**src/rtl/tccw_pkg.sv**
```systemverilog
`timescale 1ns / 1ps
`default_nettype none

package tccw_pkg;

   // Default screen geometry
   localparam int DEF_COLUMNS = 80;
   localparam int DEF_ROWS    = 25;

   // Fixed field widths
   localparam int CMD_W      = 2;
   localparam int CHAR_W     = 8;
   localparam int ATTR_W     = 8;
   localparam int READ_ROW_W = 5;
   localparam int READ_COL_W = 7;
   localparam int POS_W      = 11;
   localparam int CELL_W     = CHAR_W + ATTR_W;

   // Cell contents
   localparam logic [CHAR_W-1:0] BLANK_CHAR = 8'h20;
   localparam logic [ATTR_W-1:0] RESET_ATTR = 8'h07;
   localparam logic [CHAR_W-1:0] CHAR_LF    = 8'd10;
   localparam logic [CHAR_W-1:0] CHAR_CR    = 8'd13;

   // Command codes on the request channel
   localparam logic [CMD_W-1:0] CMD_PUT       = 2'd0;
   localparam logic [CMD_W-1:0] CMD_BACKSPACE = 2'd1;
   localparam logic [CMD_W-1:0] CMD_CLEAR     = 2'd2;
   localparam logic [CMD_W-1:0] CMD_READ      = 2'd3;

   // Operation kinds handed from front to back
   localparam int KIND_W = 3;
   localparam logic [KIND_W-1:0] OP_PUT       = 3'd0;
   localparam logic [KIND_W-1:0] OP_NEWLINE   = 3'd1;
   localparam logic [KIND_W-1:0] OP_BACKSPACE = 3'd2;
   localparam logic [KIND_W-1:0] OP_CLEAR     = 3'd3;
   localparam logic [KIND_W-1:0] OP_READ      = 3'd4;
   localparam logic [KIND_W-1:0] OP_READ_MISS = 3'd5;

   // Operation queue depth
   localparam int QUEUE_DEPTH = 4;

   typedef struct packed {
      logic [KIND_W-1:0]     kind;
      logic [CHAR_W-1:0]     char_code;
      logic [ATTR_W-1:0]     attr;
      logic [READ_ROW_W-1:0] read_row;
      logic [READ_COL_W-1:0] read_col;
   } op_type;

endpackage

`default_nettype wire

```
**src/rtl/tccw_queue.sv**
```systemverilog
`timescale 1ns / 1ps
`default_nettype none

module tccw_queue import tccw_pkg::*; (
   input  wire logic   clock,
   input  wire logic   reset,
   input  wire logic   push,
   input  wire op_type push_op,
   output logic        full,
   input  wire logic   pop,
   output logic        empty,
   output op_type      head_op
);

   localparam int PTR_W = $clog2(QUEUE_DEPTH);

   op_type           q_ff [QUEUE_DEPTH];
   logic [PTR_W-1:0] wr_ptr_ff, wr_ptr_in;
   logic [PTR_W-1:0] rd_ptr_ff, rd_ptr_in;
   logic [PTR_W:0]   count_ff, count_in;

   assign full    = (count_ff == (PTR_W+1)'(QUEUE_DEPTH));
   assign empty   = (count_ff == '0);
   assign head_op = q_ff[rd_ptr_ff];

   // Pointer and fill count update
   always_comb begin
      wr_ptr_in = wr_ptr_ff;
      rd_ptr_in = rd_ptr_ff;
      count_in  = count_ff;
      if (push) begin
         wr_ptr_in = wr_ptr_ff + 1'b1;
      end
      if (pop) begin
         rd_ptr_in = rd_ptr_ff + 1'b1;
      end
      if (push && !pop) begin
         count_in = count_ff + 1'b1;
      end else if (pop && !push) begin
         count_in = count_ff - 1'b1;
      end
   end

   always_ff @(posedge clock) begin
      if (reset) begin
         wr_ptr_ff <= '0;
         rd_ptr_ff <= '0;
         count_ff  <= '0;
      end else begin
         wr_ptr_ff <= wr_ptr_in;
         rd_ptr_ff <= rd_ptr_in;
         count_ff  <= count_in;
      end
   end

   // Entry storage, no reset
   always_ff @(posedge clock) begin
      if (push) begin
         q_ff[wr_ptr_ff] <= push_op;
      end
   end

endmodule

`default_nettype wire

```
**config.mk**
```make
export PLATFORM = sky130hd
export DESIGN_NAME = tccw_queue
export DESIGN_NICKNAME = d
export VERILOG_FILES = /design/src/rtl/tccw_pkg.sv /design/src/rtl/tccw_queue.sv
export SDC_FILE = /design/constraint.sdc
export NUM_CORES = 1
export LEC_CHECK = 0
export BUFFER_PORTS_ARGS = -buffer_cell sky130_fd_sc_hd__buf_2
export CORE_UTILIZATION = 43
export DETAILED_ROUTE_END_ITERATION = 16
export GPL_TIMING_DRIVEN = 1
export PLACE_DENSITY = 0.63
export SLEW_MARGIN = 0
export SYNTH_ARGS = -nofsm -noshare
export SYNTH_HDL_FRONTEND = slang
export SYNTH_SLANG_ARGS = --single-unit
```
**constraint.sdc**
```tcl
create_clock -name clock -period 2.3 [get_ports clock]
set_input_delay 0.46 -clock clock [delete_from_list [all_inputs] [get_ports clock]]
set_output_delay 0.46 -clock clock [all_outputs]
set_load 0.02 [all_outputs]
```
==> metrics.yaml <==
period_share_pct: 97.7
viasPerCell: 5.09
antenna_found_initial: 0
power_density_nw_per_um2: 1070
place_area_um2: 5480
status: "finished, final reports clean"
yosysUniqueCellTypes: 21
dp.cells: 417
cts_buffers: 17
drive_above_1_share_pct: 46.6
clk_latency_ns: 0.40
syn-num-nets: 246
holdCritPathClass: "input pin to flop"
slew_headroom_pct: 79.9
io_buffers: 67
p_total_mw: 6.64
routed_wl_um: 8530
path_cells: "buf_12, mux4_2, buf_2"
multiInputGateArea_um2: 937
place_hpwl_um: 5340
syn2layout_area_growth_pct: 26.9
cts.sinks: 133
fin_area_um2: 6220
root_buffer: "clkbuf_16"
ant_nets: 0
r2r_setup_slack_ns: 0.82
postCtsSetupRepairBufs: 0
max_slew.worst_pin.slew_ns: 0.301
dieArea_um2: 11800
clk_path_buf_depth: 2
yosysWarnings: 0
power_frac_seq_pct: 42.6
ys_ff_latch: 133
finalMaxSlewViolations: 0
start_util_pct: 44.6
worstPathRequired_ns: 1.84
route.detailed.drc: 0
fin_cells: 449
finalClockSkew_ns: 0.00750
vias: 2285
clk_pin_slew_ns: 0.06
layout.nets: 337
leakage_nw: 2.19
ir_drop_mv: 0.670
fin_ws_ns: 0.0526
dieWidth_um: 109
cap_violations: 0
first_iter_violations: 142
combPwrFrac_pct: 9.3
grt-ovfl-total: 0
p_clk_share_pct: 48.1
globalplace.congestion: 0.648
post-place-ws_ns: 0.334
rsz0062_at_grt: "true"
drtPass1Iterations: 4
cts_hold_buf: 0
grt_usage_pct: 16.3
hold_ws_ns: 0.265
p_sw_share_pct: 20.2
fillers: 839
avgSynthCellArea_um2: 23.9
critPathSlowestCell: "mux4_2"
grt_pass1_wl_um: 13400
grt_start_max_net_pins: 18
num_io_pins: 68
core_um2: 11000
power_switching_mw: 1.34
final.min_clock_period_ns: 2.25
cts_tree: "yes"
cp_max_fo: 17
arrival_ns: 1.79
seqCellArea_um2: 3910
startpoint_type: "flop"
fmax_mhz: 445
die_y_um: 109
cts_resized: 2
syn_area_um2: 4900
setup_viol: 0
rows: 38
cts_max_level: 4
critPathKind: "flop to output port"
wl_per_cell_um: 19.0
antenna_cells: 0
hold_viol: 0
max_stage_delay_ns: 0.55
p_int_mw: 5.30
synth_seq_area_share_pct: 79.6
cp-end-kind: "output port"
synth_cells: 205
grt_pass1_vias: 2428
[final timing paths]
check,start,endpoint,cells after the start
max,flop,head_op[7],3
min,push_op[0],q_ff[2][0]$_DFFE_PP_,1
max reg2reg,count_ff[0]$_SDFFE_PP0P_,count_ff[2]$_SDFFE_PP0P_,4
min reg2reg,count_ff[2]$_SDFFE_PP0P_,count_ff[2]$_SDFFE_PP0P_,2
[cell type report]
type,instances,area share (%)
clock buffer,18,6.89
tap,140,2.81
clock inverter,14,4.50
inverter,4,0.241
sequential,133,62.8
timing repair buffer,79,7.70
multi-input combinational,61,15.1
[power groups by stage]
stage / sequential, mW / clock, mW / combinational [mW]
after floorplan: 2.86 / 0 / 0.402
after global placement: 2.87 / 0 / 0.608
after detailed placement: 2.88 / 0 / 0.613
after CTS: 2.83 / 3.25 / 0.618
after global routing: 2.84 / 3.36 / 0.674
final: 2.83 / 3.19 / 0.617
[flip-flops by register name, indices dropped and copies added (netlist names), named ones only]
signal,cells
count_ff,3
q_ff,124
rd_ptr_ff,2
wr_ptr_ff,2
[stage by stage]
step	util (%)	TNS, ns
after detailed placement	49.9	0
after global routing	56.7	-0.148
final	56.7	0
after CTS	56.4	0
after floorplan	-	0
after global placement	49.9	0
[critical path: cells and delay by family, from the launching register on]
family / cells / cell delay [ns]
multiplexers: 1 / 0.55
flip-flops: 1 / 0.43
buffers and inverters: 2 / 0.40
[metal layers]
metal / GRT usage, % / part of all wire [%] / wire length [µm] / vias up
li1: - / - / - / 1031
met1: 20.6 / 43 / 3660 / 1190
met2: 26.0 / 51 / 4360 / 53
met3: 5.38 / 4.7 / 399 / 11
met4: 6.66 / 1.3 / 111 / 0
met5: 0 / 0 / 0 / -
[cell usage in the layout, fill, tap and decap left out]
cell          n
edfxtp_1    124
buf_2        63
mux4_2       30
clkbuf_16    17
buf_4         9
bufinv_16     8
nor2_1        7
dfxtp_1       7
ha_1          5
buf_6         5
inv_1         4
and2_2        4
xor2_1        3
xnor2_1       2
mux2i_1       2
clkinvlp_4    2
clkinv_4      2
clkinv_1      2
buf_12        2
nor3_1        1
mux4_1        1
nor3b_1       1
nand2_1       1
o21ai_0       1
or3_1         1
a21oi_1       1
fa_1          1
dfxtp_4       1
dfxtp_2       1
clkbuf_1      1
[cell families after synthesis]
family | after synthesis | synth area share [%]
XOR/XNOR | 5 | 0.893
multiplexers | 33 | 14.7
buffers and inverters | 11 | 1.38
adder cells (fa/ha/maj) | 6 | 1.68
AND/OR/NAND/NOR | 15 | 1.51
AO/OA/AOI/OAI | 2 | 0.204
flip-flops | 133 | 79.6
[cells in the mapped netlist]
library cell | count | area, µm²
edfxtp_1 | 124 | 3720
mux4_2 | 30 | 676
dfxtp_1 | 9 | 180
nor2_1 | 7 | 26.3
ha_1 | 5 | 62.6
and2_1 | 4 | 25.0
inv_1 | 4 | 15.0
buf_2 | 3 | 15.0
buf_6 | 3 | 33.8
xor2_1 | 3 | 26.3
mux2i_1 | 2 | 20.0
xnor2_1 | 2 | 17.5
a21oi_1 | 1 | 5.00
clkbuf_1 | 1 | 3.75
fa_1 | 1 | 20.0
mux4_1 | 1 | 26.3
nand2_1 | 1 | 3.75
nor3_1 | 1 | 5.00
nor3b_1 | 1 | 7.51
o21ai_0 | 1 | 5.00
or3_1 | 1 | 6.26
(Power assumes the default switching activity.)
