===== src/rtl/tccw_pkg.sv =====
`timescale 1ns / 1ps
`default_nettype none

package tccw_pkg;

   // Default screen geometry
   localparam int DEF_COLUMNS = 80;
   localparam int DEF_ROWS    = 25;

   // Fixed field widths
   localparam int CMD_W      = 2;
   localparam int CHAR_W     = 8;
   localparam int ATTR_W     = 8;
   localparam int READ_ROW_W = 5;
   localparam int READ_COL_W = 7;
   localparam int POS_W      = 11;
   localparam int CELL_W     = CHAR_W + ATTR_W;

   // Cell contents
   localparam logic [CHAR_W-1:0] BLANK_CHAR = 8'h20;
   localparam logic [ATTR_W-1:0] RESET_ATTR = 8'h07;
   localparam logic [CHAR_W-1:0] CHAR_LF    = 8'd10;
   localparam logic [CHAR_W-1:0] CHAR_CR    = 8'd13;

   // Command codes on the request channel
   localparam logic [CMD_W-1:0] CMD_PUT       = 2'd0;
   localparam logic [CMD_W-1:0] CMD_BACKSPACE = 2'd1;
   localparam logic [CMD_W-1:0] CMD_CLEAR     = 2'd2;
   localparam logic [CMD_W-1:0] CMD_READ      = 2'd3;

   // Operation kinds handed from front to back
   localparam int KIND_W = 3;
   localparam logic [KIND_W-1:0] OP_PUT       = 3'd0;
   localparam logic [KIND_W-1:0] OP_NEWLINE   = 3'd1;
   localparam logic [KIND_W-1:0] OP_BACKSPACE = 3'd2;
   localparam logic [KIND_W-1:0] OP_CLEAR     = 3'd3;
   localparam logic [KIND_W-1:0] OP_READ      = 3'd4;
   localparam logic [KIND_W-1:0] OP_READ_MISS = 3'd5;

   // Operation queue depth
   localparam int QUEUE_DEPTH = 4;

   typedef struct packed {
      logic [KIND_W-1:0]     kind;
      logic [CHAR_W-1:0]     char_code;
      logic [ATTR_W-1:0]     attr;
      logic [READ_ROW_W-1:0] read_row;
      logic [READ_COL_W-1:0] read_col;
   } op_type;

endpackage

`default_nettype wire


===== src/rtl/tccw_front.sv =====
`timescale 1ns / 1ps
`default_nettype none

module tccw_front import tccw_pkg::*; #(
   parameter int COLUMNS = DEF_COLUMNS,
   parameter int ROWS    = DEF_ROWS
) (
   input  wire logic                  clock,
   input  wire logic                  reset,
   input  wire logic                  req_valid,
   output logic                       req_ready,
   input  wire logic [CMD_W-1:0]      req_cmd,
   input  wire logic [CHAR_W-1:0]     req_char_code,
   input  wire logic [READ_ROW_W-1:0] req_read_row,
   input  wire logic [READ_COL_W-1:0] req_read_col,
   input  wire logic                  csr_wr_en,
   input  wire logic [ATTR_W-1:0]     csr_wr_data,
   input  wire logic                  queue_full,
   input  wire logic                  init_busy,
   output logic                       push,
   output op_type                     push_op
);

   logic [ATTR_W-1:0] attr_ff, attr_in;
   logic              read_hit;

   // Text attribute register
   always_comb begin
      attr_in = attr_ff;
      if (csr_wr_en) begin
         attr_in = csr_wr_data;
      end
   end

   always_ff @(posedge clock) begin
      if (reset) begin
         attr_ff <= RESET_ATTR;
      end else begin
         attr_ff <= attr_in;
      end
   end

   // No beats taken while the screen is being blanked after reset
   assign req_ready = !queue_full && !init_busy;
   assign push      = req_valid && req_ready;

   assign read_hit = (32'(req_read_row) < 32'(ROWS)) && (32'(req_read_col) < 32'(COLUMNS));

   // Classify the command; the attribute is captured with the beat
   always_comb begin
      push_op.char_code = req_char_code;
      push_op.attr      = attr_ff;
      push_op.read_row  = req_read_row;
      push_op.read_col  = req_read_col;
      unique case (req_cmd)
         CMD_PUT: begin
            if (req_char_code == CHAR_LF || req_char_code == CHAR_CR) begin
               push_op.kind = OP_NEWLINE;
            end else begin
               push_op.kind = OP_PUT;
            end
         end
         CMD_BACKSPACE: push_op.kind = OP_BACKSPACE;
         CMD_CLEAR:     push_op.kind = OP_CLEAR;
         CMD_READ:      push_op.kind = read_hit ? OP_READ : OP_READ_MISS;
         default:       push_op.kind = OP_READ_MISS;
      endcase
   end

endmodule

`default_nettype wire


===== config.mk =====
export PLATFORM = sky130hd
export DESIGN_NAME = tccw_front
export DESIGN_NICKNAME = d
export VERILOG_FILES = /design/src/rtl/tccw_pkg.sv /design/src/rtl/tccw_front.sv
export SDC_FILE = /design/constraint.sdc
export NUM_CORES = 1
export LEC_CHECK = 0
export ABC_CLOCK_PERIOD_IN_PS = 1000
export BUFFER_PORTS_ARGS = -buffer_cell sky130_fd_sc_hd__clkbuf_2
export CORE_MARGIN = 1
export CORE_UTILIZATION = 32
export CTS_BUF_LIST = sky130_fd_sc_hd__clkbuf_8
export CTS_CLUSTER_SIZE = 12
export DETAILED_ROUTE_END_ITERATION = 10
export PLACE_DENSITY = 0.81
export SLEW_MARGIN = 0
export SYNTH_ARGS = -nofsm -noshare
export SYNTH_HDL_FRONTEND = slang
export SYNTH_SLANG_ARGS = --single-unit

===== constraint.sdc =====
create_clock -name clock -period 1 [get_ports clock]
set_input_delay 0.15 -clock clock [delete_from_list [all_inputs] [get_ports clock]]
set_output_delay 0.15 -clock clock [all_outputs]
set_load 0.005 [all_outputs]

==> results by group, run 1 <==
Place
  – Final GP Congestion: between 0.6 and 0.7
  – IO Port Bufs: 60
  – Hpwl dp: 1000 microns

Setup path
  – FF-to-FF setup slack: ~250 ps
  – Reg2reg end: attr_ff[2]
  – Crit path largest cell delay: between 200 and 300 ps
  – CP startpoint kind: primary input
  – Arrival @ worst endpoint: roughly 990 ps
  – Critical path peak fanout: 2
  – CP max stage cell: o311ai_4
  – CP endpoint: push_op[28]
  – R2r startpoint: attr_ff[2]
  – Crit path from: req_read_row[2]
  – CP Class: in -> out
  – WP data required: 850 ps
  – R2r worst-path depth: 2
  – CP Cell Sequence: buf_8, o311ai_4, a21oi_2, a221o_1, buf_2
  – CP Capture Type: output port

Routing
  – Initial drt markers: 1
  – Post-detailed-route count of antenna-violating nets: 0
  – DRC violations left: 0
  – Vias per inst: around 4.5
  – WL final: 1200 microns
  – DRT Pass-1 Iters: 2
  – Via count: 569
  – Wire per inst: about 9.6 microns

STA
  – FMAX: 0.880 GHz
  – Tcrit/Tclk final: 114%
  – Worst slew pin tran: 264 ps
  – Final setup viols: 1
  – Slew Limit Fails: 0
  – RSZ-0062 raised after global routing: yes
  – Final setup margin: -137 ps
  – Min Tclk post-route: 1140 ps
  – Final Skew: 0 ps
  – Final Hold Slack: between 100 and 150 ps
  – Relative slew margins: 82.4%
  – Count of final hold-check violations: 0

Power and ir drop
  – Total chip power: between 0.0009 and 0.001 W
  – Leakage Power: 0.488 nW
  – Clock Power Share: 37.5%
  – Sw frac: a little under a quarter
  – Int Pwr: 0.000755 W
  – Flop pwr share: 35.9%
  – Combinational fraction of design power: 26.6%
  – Pwr Density: roughly 1100 mW/mm^2
  – Max IR drop VDD: 0.000729 V
  – Psw: 0.000222 W

Status
  – Status: complete, but fails checks
  – Violated checks: negative setup slack

Clock tree
  – H-tree depth: 1
  – Cts bufs inserted: 3
  – CTS max path bufs: 2
  – Clk slew on worst S/H paths: 40 ps
  – CTS tree: yes
  – Hold-fix buffer count after cts: 0
  – CTS root buffer: clkbuf_8
  – Clock sink total: 8
  – Worst-Skew Late Latency: approximately 220 ps

Min path
  – Hold Crit Class: in -> reg

Yosys
  – Synthesis warning total: 0
  – Post-Syn Instances: 62
  – Synth Register Bits: 8
  – Synth top area cells: dfxtp_1 30%, buf_4 28%, mux2i_1 9.3%
  – Synth Cell Area: 537 sq um
  – Top cell type's share of synthesized area: 29.8%
  – Yosys top cell by area: dfxtp_1
  – Seq/Total Area, Yosys: 29.8%
  – Syn_nets: 100
  – Netlist cell types: 20
  – Syn avg cell area: 8.66 sq um

Finish
  – Biggest register: attr_ff
  – Sequential cell area: 160 sq um
  – Antenna cells: 0
  – P&R area growth vs syn: 62.9%
  – Fill cells: approximately 130
  – Largest register FFs: 8
  – Most common cell after layout, fill and taps aside: clkbuf_2
  – Commonest non-fill, non-tap cells in the layout: 56 x clkbuf_2, 8 x dfxtp_1, 7 x buf_4, 6 x nor2_1, 5 x mux2i_1
  – Biggest registers after layout: attr_ff (8)
  – Fraction of layout cells with a size suffix above 1: approximately 71%
  – Nets: 150
  – Multi-input gate area: ~260 sq um

GRT
  – First-pass GRT wire length: 1630 microns
  – Number of global-route vias before repair: between 400 and 500
  – GR Overflow Total: 0
  – Global Route Usage Sum: 11.3%
  – Pin count of the biggest net entering global routing: 12
  – Antenna violations before repair: 0

Floorplan
  – Die height: around 43 microns
  – Initial core utilization: 34.8%
  – Row cnt: 14
  – Die ar.: 0.00185 sq mm
  – Placeable core area: 0.00154 sq mm
  – Top-Level Pins: between 60 and 70
  – Die X: about 43 microns

Flow run
  – MaxCap Viol Count: 0
## cells by family after synthesis
| kind of cell | Yosys count | share of synthesized area, % |
|---|---|---|
| muxes | 5 | 9.32 |
| DFF | 8 | 29.8 |
| AOI/OAI and AO/OA | 8 | 11.4 |
| buffers and inverters | 24 | 31.0 |
| adders and majority gates | 2 | 4.66 |
| and+or+nand+nor | 15 | 13.8 |
## layer usage
metal | global-route usage, % | up-vias | share of wire, %
met2 | 24.8 | 44 | 52
met4 | 3.64 | 0 | 0
li1 | - | 289 | -
met5 | 0 | - | 0
met1 | 9.61 | 236 | 35
met3 | 1.70 | 0 | 12
## worst max-delay path, delay by kind of cell
| kind | cells | cell delay [ps] |
|---|---|---|
| AO/OA/AOI/OAI | 3 | 610 |
| buffers and inverters | 2 | 230 |
## final cells by class
| cell class | count | share of cell area (%) |
|---|---|---|
| tap | 16 | 2.29 |
| timing repair buffer | 67 | 43.8 |
| sequential | 8 | 18.3 |
| clock buffer | 3 | 4.72 |
| inverter | 2 | 1.43 |
| multi-input combinational | 30 | 29.5 |
## through the flow
stage | area, sq um | util [%] | setup TNS [ps] | setup slack [ps] | cells
2_1_floorplan | 537 | - | 0 | 51.8 | 62
3_3_place_gp | 743 | 48.2 | -174 | -174 | 122
3_5_place_dp | 743 | 48.2 | -215 | -215 | 122
4_1_cts | 825 | 53.5 | -132 | -132 | 126
5_1_grt | 875 | 56.7 | -176 | -176 | 126
6_report | 875 | 56.7 | -137 | -137 | 126
## worst min path at each step
stage                 end             from  cells after the start  slack, ps
3_5_place_dp   push_op[3]  req_read_col[3]                      0        300
3_3_place_gp   push_op[3]  req_read_col[3]                      0        300
5_1_grt        attr_ff[0]   csr_wr_data[0]                      2        130
2_1_floorplan  attr_ff[0]   csr_wr_data[0]                      1        270
4_1_cts        attr_ff[0]   csr_wr_data[0]                      2        140
6_report       attr_ff[1]   csr_wr_data[1]                      2        140
## power by group through the flow
stage                     registers (W)  logic (W)  clock network, W
after floorplan                0.000357   0.000128                 0
after global placement         0.000355   0.000221                 0
after CTS                      0.000351   0.000239          0.000379
final                          0.000351   0.000260          0.000366
after detailed placement       0.000355   0.000225                 0
after global routing           0.000353   0.000285          0.000393
## what timing repair did
| action | CTS | global route |
|---|---|---|
| endpoints found under the setup margin | 1 | 1 |
| resized for setup | 7 | 12 |
| pin swaps | 4 | 3 |
| setup buffers | 1 | 0 |
## synth_stat cells, drive strengths merged
library cell,n
nor2b,3
and2,1
ha,2
a211o,3
mux2i,5
a21oi,1
nand2,2
and3,1
nand2b,1
nor4,1
nor2,6
o22ai,1
dfxtp,8
buf,21
a221o,1
inv,2
clkbuf,1
o21ai,1
o311ai,1
No activity file was read; power rests on OpenSTA's default activity.
==> run 2: changes to the inputs <==
--- a/config.mk
+++ b/config.mk
@@ -8,11 +8,12 @@
 export ABC_CLOCK_PERIOD_IN_PS = 1000
 export BUFFER_PORTS_ARGS = -buffer_cell sky130_fd_sc_hd__clkbuf_2
 export CORE_MARGIN = 1
-export CORE_UTILIZATION = 32
-export CTS_BUF_LIST = sky130_fd_sc_hd__clkbuf_8
+export CORE_UTILIZATION = 31
+export CTS_BUF_LIST = sky130_fd_sc_hd__clkbuf_4 sky130_fd_sc_hd__clkbuf_8 sky130_fd_sc_hd__clkbuf_16
 export CTS_CLUSTER_SIZE = 12
 export DETAILED_ROUTE_END_ITERATION = 10
-export PLACE_DENSITY = 0.81
+export HOLD_SLACK_MARGIN = 0.1
+export PLACE_DENSITY = 0.79
 export SLEW_MARGIN = 0
 export SYNTH_ARGS = -nofsm -noshare
 export SYNTH_HDL_FRONTEND = slang
==> run 2 against run 1 <==
Effect of this change: the run ends with design-rule violations, negative setup slack left; design area shrank 8.6%; sequential power is essentially flat; flip-flop and latch count is the same; via count shrank 0.18%; wire length shrank 4.2%; combinational power shrank 8.5%; clock skew is the same; critical endpoint unchanged; largest cell class unchanged; largest power group is now sequential cells.
==> results by group, run 2 (same netlist as run 1, synthesis figures left out) <==
STA
  – Relative slew margins: 82.6% (+0.25 points)
  – Tcrit/Tclk final: 113% (-0.53 points)
  – Slew Limit Fails: 0 (unchanged)
  – Final Skew: 0 ps (unchanged)
  – Setup TNS: -131 ps (+5.35 ps)
  – Final setup margin: -131 ps (+5.35 ps)
  – Min Tclk post-route: 1130 ps (-5.35 ps)
  – RSZ-0062 raised after global routing: yes
  – Worst slew pin tran: 261 ps (-3.75 ps)
  – Final Hold Slack: 115 ps (-21.9 ps)
  – Final setup viols: 1 (unchanged)
  – Count of final hold-check violations: 0 (unchanged)
  – FMAX: 0.884 GHz (+0.47%)

Routing
  – DRT Pass-1 Iters: 7 (+5)
  – Max Used Layer: met3
  – Post-detailed-route count of antenna-violating nets: 0 (unchanged)
  – Wire per inst: 9.38 microns (-1.8%)
  – Via count: 568 (-0.18%)
  – DRC violations left: 9 (+9)
  – Metal1 wirelength: 363 microns (-14%)
  – Met2 WL post-DR: 619 microns (-1.9%)
  – Vias per inst: 4.62 (+2.3%)
  – Initial drt markers: 10 (+9)
  – WL final: 1150 microns (-4.2%)
  – Metal3 WL: 170 microns (+14%)

Power and ir drop
  – Leakage Power: 0.465 nW (-4.7%)
  – Total chip power: 0.000818 W (-16%)
  – Combinational fraction of design power: 29.1% (+2.5 points)
  – Psw: 0.000201 W (-9.3%)
  – Int Pwr: 0.000617 W (-18%)
  – Max IR drop VDD: 0.000572 V (-22%)
  – Clock Power Share: 28.2% (-9.3 points)
  – Sw frac: 24.6% (+1.9 points)
  – Pwr Density: 1020 mW/mm^2 (-8.4%)
  – Flop pwr share: 42.7% (+6.8 points)

Floorplan
  – Die X: 43.6 microns (+1.5%)
  – Initial core utilization: 34.4% (-0.39 points)
  – Die ar.: 0.00190 sq mm (+3.1%)
  – Placeable core area: 0.00156 sq mm (+1.1%)
  – Top-Level Pins: 69 (unchanged)
  – Row cnt: 14 (unchanged)
  – Die height: 43.6 microns (+1.5%)

Finish
  – Antenna cells: 0 (unchanged)
  – Biggest registers after layout: attr_ff (8)
  – Final Non-Filler Cells: 123 (-2.4%)
  – Fill cells: 160 (+24%)
  – P&R area growth vs syn: 49.0%
  – Fraction of layout cells with a size suffix above 1: 67.3% (-3.6 points)
  – Commonest non-fill, non-tap cells in the layout: 55 x clkbuf_2, 8 x dfxtp_1, 6 x nor2_1, 5 x mux2i_1, 4 x buf_4
  – Nets: 147 (-2.0%)
  – Most common cell after layout, fill and taps aside: clkbuf_2
  – Biggest register: attr_ff
  – Largest register FFs: 8 (unchanged)

Place
  – Final GP Congestion: 0.662 (+3.6%)
  – Pre-CTS WS: -185 ps (+30.5 ps)
  – Placed cells: 120 (-1.6%)
  – Hpwl dp: 1010 microns (+0.68%)
  – IO Port Bufs: 60 (unchanged)

GRT
  – First-pass GRT wire length: 1510 microns (-7.2%)
  – GR Overflow Total: 0 (unchanged)
  – Global Route Usage Sum: 10.4% (-0.84 points)
  – Pin count of the biggest net entering global routing: 12 (unchanged)
  – Number of global-route vias before repair: 438 (-3.1%)
  – Antenna violations before repair: 0 (unchanged)

Setup path
  – CP Cell Sequence: clkbuf_8, inv_2, ha_2, and3_1, a221o_1, buf_2
  – WP data required: 850 ps (about the same)
  – Arrival @ worst endpoint: 980 ps (about the same)
  – CP Capture Type: output port
  – Critical path peak fanout: 3 (+1)
  – Crit path largest cell delay: 280 ps (about the same)
  – CP max stage cell: a221o_1
  – CP startpoint kind: primary input
  – CP Class: in -> out
  – Buffers & Inverters on Critical Path: 3 (+1)
  – CP delay by family, top: compound AO/OA/AOI/OAI gates

Clock tree
  – Cts bufs inserted: 3 (unchanged)
  – Clock sink total: 8 (unchanged)
  – Clk slew on worst S/H paths: 50 ps (about the same)
  – CTS tree: yes
  – H-tree depth: 1 (unchanged)
  – CTS root buffer: clkbuf_4
  – Worst-Skew Late Latency: 240 ps (+20 ps)
  – CTS max path bufs: 2 (unchanged)
  – Post-CTS setup buffers: 0 (-1)
  – Hold-fix buffer count after cts: 0 (unchanged)

Status
  – Status: complete, but fails checks
  – Violated checks: design-rule violations, negative setup slack

Flow run
  – MaxCap Viol Count: 0 (unchanged)

Min path
  – Hold Crit Class: in -> reg
run 2: changes by cell type in the layout (fill, tap and decap cells not counted), moves of 2 or more:
cell | before | now
clkbuf_8 | 3 | 1
buf_4 | 7 | 4
inv_4 | 2 | 0
inv_2 | 0 | 2
buf_8 | 3 | 1
clkbuf_4 | 0 | 3
run 2: worst reg2reg max path, cell delays in order, from the launching register on:
cell and delay [ps]:
dfxtp_1 300, nor2b_1 120, a211o_1 220
run 2: what timing repair did:
| item | CTS | global route |
|---|---|---|
| endpoints found under the setup margin | 1 | 1 |
| endpoints found under the hold margin | 0 | 0 |
| resized for setup | 4 | 11 |
| pin swaps | 2 | 2 |
run 2: worst paths after layout:
| kind | startpoint | end | slack, ps | depth (start not counted) |
|---|---|---|---|---|
| max reg2reg | attr_ff[2] | attr_ff[2] | 250 | 2 |
| min | csr_wr_data[2] | attr_ff[2] | 120 | 2 |
| max | req_cmd[0] | push_op[28] | -130 | 6 |
| min reg2reg | attr_ff[7] | attr_ff[7] | 490 | 2 |
run 2: layout make-up:
type                       count  area, sq um  area share [%]
tap                           16         20.0            2.50
clock buffer                   3         22.5            2.82
inverter                       2         7.51           0.939
multi-input combinational     30          234            29.3
sequential                     8          160            20.0
timing repair buffer          64          355            44.4
run 2: stage by stage:
stage	instance area, sq um	util [%]
global route	800	51.3
detailed placement	728	46.7
global placement	728	46.7
floorplan	537	-
finish	800	51.3
CTS	762	48.9
run 2: power by group through the flow:
| stage | clock network (W) | logic, W | registers (W) |
|---|---|---|---|
| after CTS | 0.000243 | 0.000224 | 0.000349 |
| final | 0.000231 | 0.000238 | 0.000349 |
| after global placement | 0 | 0.000215 | 0.000355 |
| after global routing | 0.000256 | 0.000260 | 0.000351 |
| after floorplan | 0 | 0.000128 | 0.000357 |
| after detailed placement | 0 | 0.000219 | 0.000355 |
run 2: layer usage:
layer	track usage, %	up-vias
met5	0	-
met4	5.63	0
met3	2.08	0
met2	22.1	44
met1	8.44	242
li1	-	282
==> run 3: changes to the inputs <==
--- a/config.mk
+++ b/config.mk
@@ -5,10 +5,11 @@
 export SDC_FILE = /design/constraint.sdc
 export NUM_CORES = 1
 export LEC_CHECK = 0
+export ABC_AREA = 1
 export ABC_CLOCK_PERIOD_IN_PS = 1000
 export BUFFER_PORTS_ARGS = -buffer_cell sky130_fd_sc_hd__clkbuf_2
 export CORE_MARGIN = 1
-export CORE_UTILIZATION = 31
+export CORE_UTILIZATION = 33
 export CTS_BUF_LIST = sky130_fd_sc_hd__clkbuf_4 sky130_fd_sc_hd__clkbuf_8 sky130_fd_sc_hd__clkbuf_16
 export CTS_CLUSTER_SIZE = 12
 export DETAILED_ROUTE_END_ITERATION = 10
==> run 3 against run 2 <==
Effect of this change: register-to-register slack gained 170 ps; design area grew 8.3%; count of clock-buffer cells in the layout unchanged; critical endpoint unchanged; the flow finishes with violations (negative setup slack); die area increased by 7.2%; area after synthesis is 14% higher.
==> results by group, run 3 <==
Yosys
  – Post-synth EDFFs: 0 (unchanged)
  – Post-Syn Instances: 87 (+40%)
  – Most frequent cell after synthesis: buf_4
  – Synth Cell Area: 614 sq um (+14%)
  – Synth Register Bits: 8 (unchanged)
  – Syn avg cell area: 7.06 sq um (-18%)
  – Synth top cells by count: 20 x buf_4, 16 x nand2_1, 9 x nor2_1, 8 x dfxtp_1, 8 x inv_1
  – Largest family of logic cells by synthesized area: buffers and inverters
  – Synth top area cells: dfxtp_1 26%, buf_4 24%, nand2_1 9.8%
  – Post-synthesis compound-gate area fraction: 6.31% (-5.1 points)
  – Post-Synth Adder-Cell Area: 4.07% (-0.59 points)
  – Yosys top cell by area: dfxtp_1
  – Post-synth ARST share: 0% (unchanged)
  – Syn_nets: 125 (+25%)
  – Synth Flop Type: dfxtp_1
  – Simple-Gate Fraction of Synth Area: 29.3% (+16 points)
  – Seq/Total Area, Yosys: 26.1% (-3.8 points)
  – Mux cell area share after synthesis: 0% (-9.3 points)
  – Top cell type's share of synthesized area: 26.1% (-3.8 points)
  – Synthesis warning total: 0 (unchanged)
  – Netlist cell types: 17 (-15%)
  – Post-Synth XOR/XNOR Area: 0% (unchanged)

Clock tree
  – Hold-fix buffer count after cts: 0 (unchanged)
  – Clock sink total: 8 (unchanged)
  – CTS max path bufs: 2 (unchanged)
  – CTS tree: yes
  – Cts bufs inserted: 3 (unchanged)
  – Worst-Skew Late Latency: 250 ps (about the same)
  – CTS root buffer: clkbuf_4
  – H-tree depth: 1 (unchanged)
  – Clk slew on worst S/H paths: 50 ps (about the same)

GRT
  – Pin count of the biggest net entering global routing: 10 (-2)
  – Antenna violations before repair: 0 (unchanged)
  – Number of global-route vias before repair: 581 (+33%)
  – GR Overflow Total: 0 (unchanged)
  – Global Route Usage Sum: 15.1% (+4.7 points)
  – First-pass GRT wire length: 2190 microns (+45%)

STA
  – Slew Limit Fails: 0 (unchanged)
  – Final Skew: 0 ps (unchanged)
  – Final setup viols: 1 (unchanged)
  – Final setup margin: -75.7 ps (+55.5 ps)
  – RSZ-0062 raised after global routing: yes
  – Min Tclk post-route: 1080 ps (-55.5 ps)
  – Count of final hold-check violations: 0 (unchanged)
  – Tcrit/Tclk final: 108% (-5.6 points)
  – Relative slew margins: 83.4% (+0.76 points)
  – FMAX: 0.930 GHz (+5.2%)
  – Worst slew pin tran: 249 ps (-11.3 ps)

Routing
  – Vias per inst: 4.20 (-9.1%)
  – WL final: 1400 microns (+21%)
  – Post-detailed-route count of antenna-violating nets: 0 (unchanged)
  – Initial drt markers: 6 (-4)
  – Wire per inst: 8.89 microns (-5.2%)
  – Via count: 659 (+16%)
  – DRT Pass-1 Iters: 4 (-3)
  – DRC violations left: 0 (-9)

Power and ir drop
  – Pwr Density: 990 mW/mm^2 (-3.2%)
  – Leakage Power: 0.516 nW (+11%)
  – Total chip power: 0.000857 W (+4.9%)
  – Max IR drop VDD: 0.000635 V (+11%)

Finish
  – Fraction of layout cells with a size suffix above 1: 62.1% (-5.2 points)
  – Commonest non-fill, non-tap cells in the layout: 58 x clkbuf_2, 16 x nand2_1, 9 x nor2_1, 8 x dfxtp_1
  – Nets: 172 (+17%)
  – Biggest registers after layout: attr_ff (8)
  – Largest register FFs: 8 (unchanged)
  – Antenna cells: 0 (unchanged)
  – Fill cells: 167 (+4.4%)
  – Cell area after layout: 866 sq um (+8.3%)
  – Most common cell after layout, fill and taps aside: clkbuf_2
  – P&R area growth vs syn: 40.9%
  – Biggest register: attr_ff

Setup path
  – Reg2reg end: attr_ff[6]
  – Critical path peak fanout: 3 (unchanged)
  – CP Capture Type: output port
  – Arrival @ worst endpoint: 930 ps (-50 ps)
  – WP data required: 850 ps (about the same)
  – CP startpoint kind: primary input
  – FF-to-FF setup slack: 420 ps (+170 ps)
  – CP Class: in -> out
  – Crit path from: req_cmd[1]
  – R2r worst-path depth: 2 (unchanged)
  – R2r startpoint: attr_ff[6]

Flow run
  – MaxCap Viol Count: 0 (unchanged)

Place
  – Pre-CTS WS: -86.8 ps (+97.7 ps)
  – Hpwl dp: 1150 microns (+14%)
  – Final GP Congestion: 0.655 (-1.1%)
  – Placed Area: 792 sq um (+8.8%)
  – IO Port Bufs: 60 (unchanged)

Floorplan
  – Die height: 45.1 microns (+3.5%)
  – Placeable core area: 0.00173 sq mm (+11%)
  – Top-Level Pins: 69 (unchanged)
  – Row cnt: 15 (+1)
  – Initial core utilization: 35.6% (+1.1 points)
  – Die X: 45.1 microns (+3.5%)
  – Die ar.: 0.00204 sq mm (+7.2%)

Min path
  – Hold Crit Class: in -> reg
  – Hold path startpoint: csr_wr_data[0]
  – Worst Hold Path Cells: 3 (+1)
  – Hold worst-path end: attr_ff[0]

Status
  – Status: complete, but fails checks
  – Violated checks: negative setup slack
## run 3: cell count changes in the layout (fill, tap and decap cells not counted), sizes merged, moves of 2 or more
cell | before | now
nand2 | 2 | 17
nor2b | 3 | 0
nor2 | 6 | 15
o21ai | 1 | 7
a211o | 3 | 0
mux2i | 5 | 0
inv | 2 | 10
buf | 8 | 5
clkbuf | 59 | 61
nand3 | 0 | 5
## run 3: kinds of logic (layout without fill, tap and decap cells)
family | after synthesis | count (layout)
DFF | 8 | 8
adders and majority gates | 2 | 2
buffers and inverters | 32 | 77
AOI/OAI and AO/OA | 7 | 7
and+or+nand+nor | 38 | 38
## run 3: worst max-delay path: stages
cell,delay (ps)
buf_8,100
inv_4,50
ha_4,120
inv_2,30
nor2_1,80
nand2_1,60
nor2_2,100
nand2_1,70
nand3_2,60
clkbuf_2,110
## run 3: worst max path at each step
stage / depth (start not counted) / to
detailed placement: 10 / push_op[28]
global route: 10 / push_op[28]
global placement: 10 / push_op[28]
floorplan: 8 / push_op[28]
CTS: 10 / push_op[28]
finish: 10 / push_op[28]
## run 3: stage by stage
stage	hold slack, ps	utilization [%]	TNS, ps	instances
CTS	103	47.7	-69.4	155
floorplan	276	-	0	87
detailed placement	300	45.9	-86.8	152
global placement	300	45.9	-38.8	152
global route	112	50.1	-126	157
finish	112	50.1	-75.7	157
## run 3: repair_timing
action	in CTS	in global routing
pin swaps	0	4
gates cloned	0	0
gates resized for setup	3	8
endpoints found under the setup margin	1	1
buffers inserted	0	2
## run 3: final cells by class
cell class	instances	area, sq um	area share, %
multi-input combinational	47	259	29.9
sequential	8	160	18.5
timing repair buffer	63	339	39.2
tap	25	31.3	3.61
clock buffer	3	22.5	2.60
inverter	11	53.8	6.21
## run 3: metal layers
metal  track usage, %  wire [microns]  share of wire [%]  vias up
met4             9.09              17                1.2        0
met1             14.1             493                 35      271
met5                0               0                  0        -
li1                 -               -                  -      338
met2             29.0             742                 53       48
met3             3.60             143                 10        2
## run 3: power breakdown
part	leakage (nW)	switching [W]	internal [W]	total, W
clock	0.0138	0.000104	0.000137	0.000241
sequential	0.0666	0.0000122	0.000342	0.000354
combinational	0.436	0.000122	0.000140	0.000262
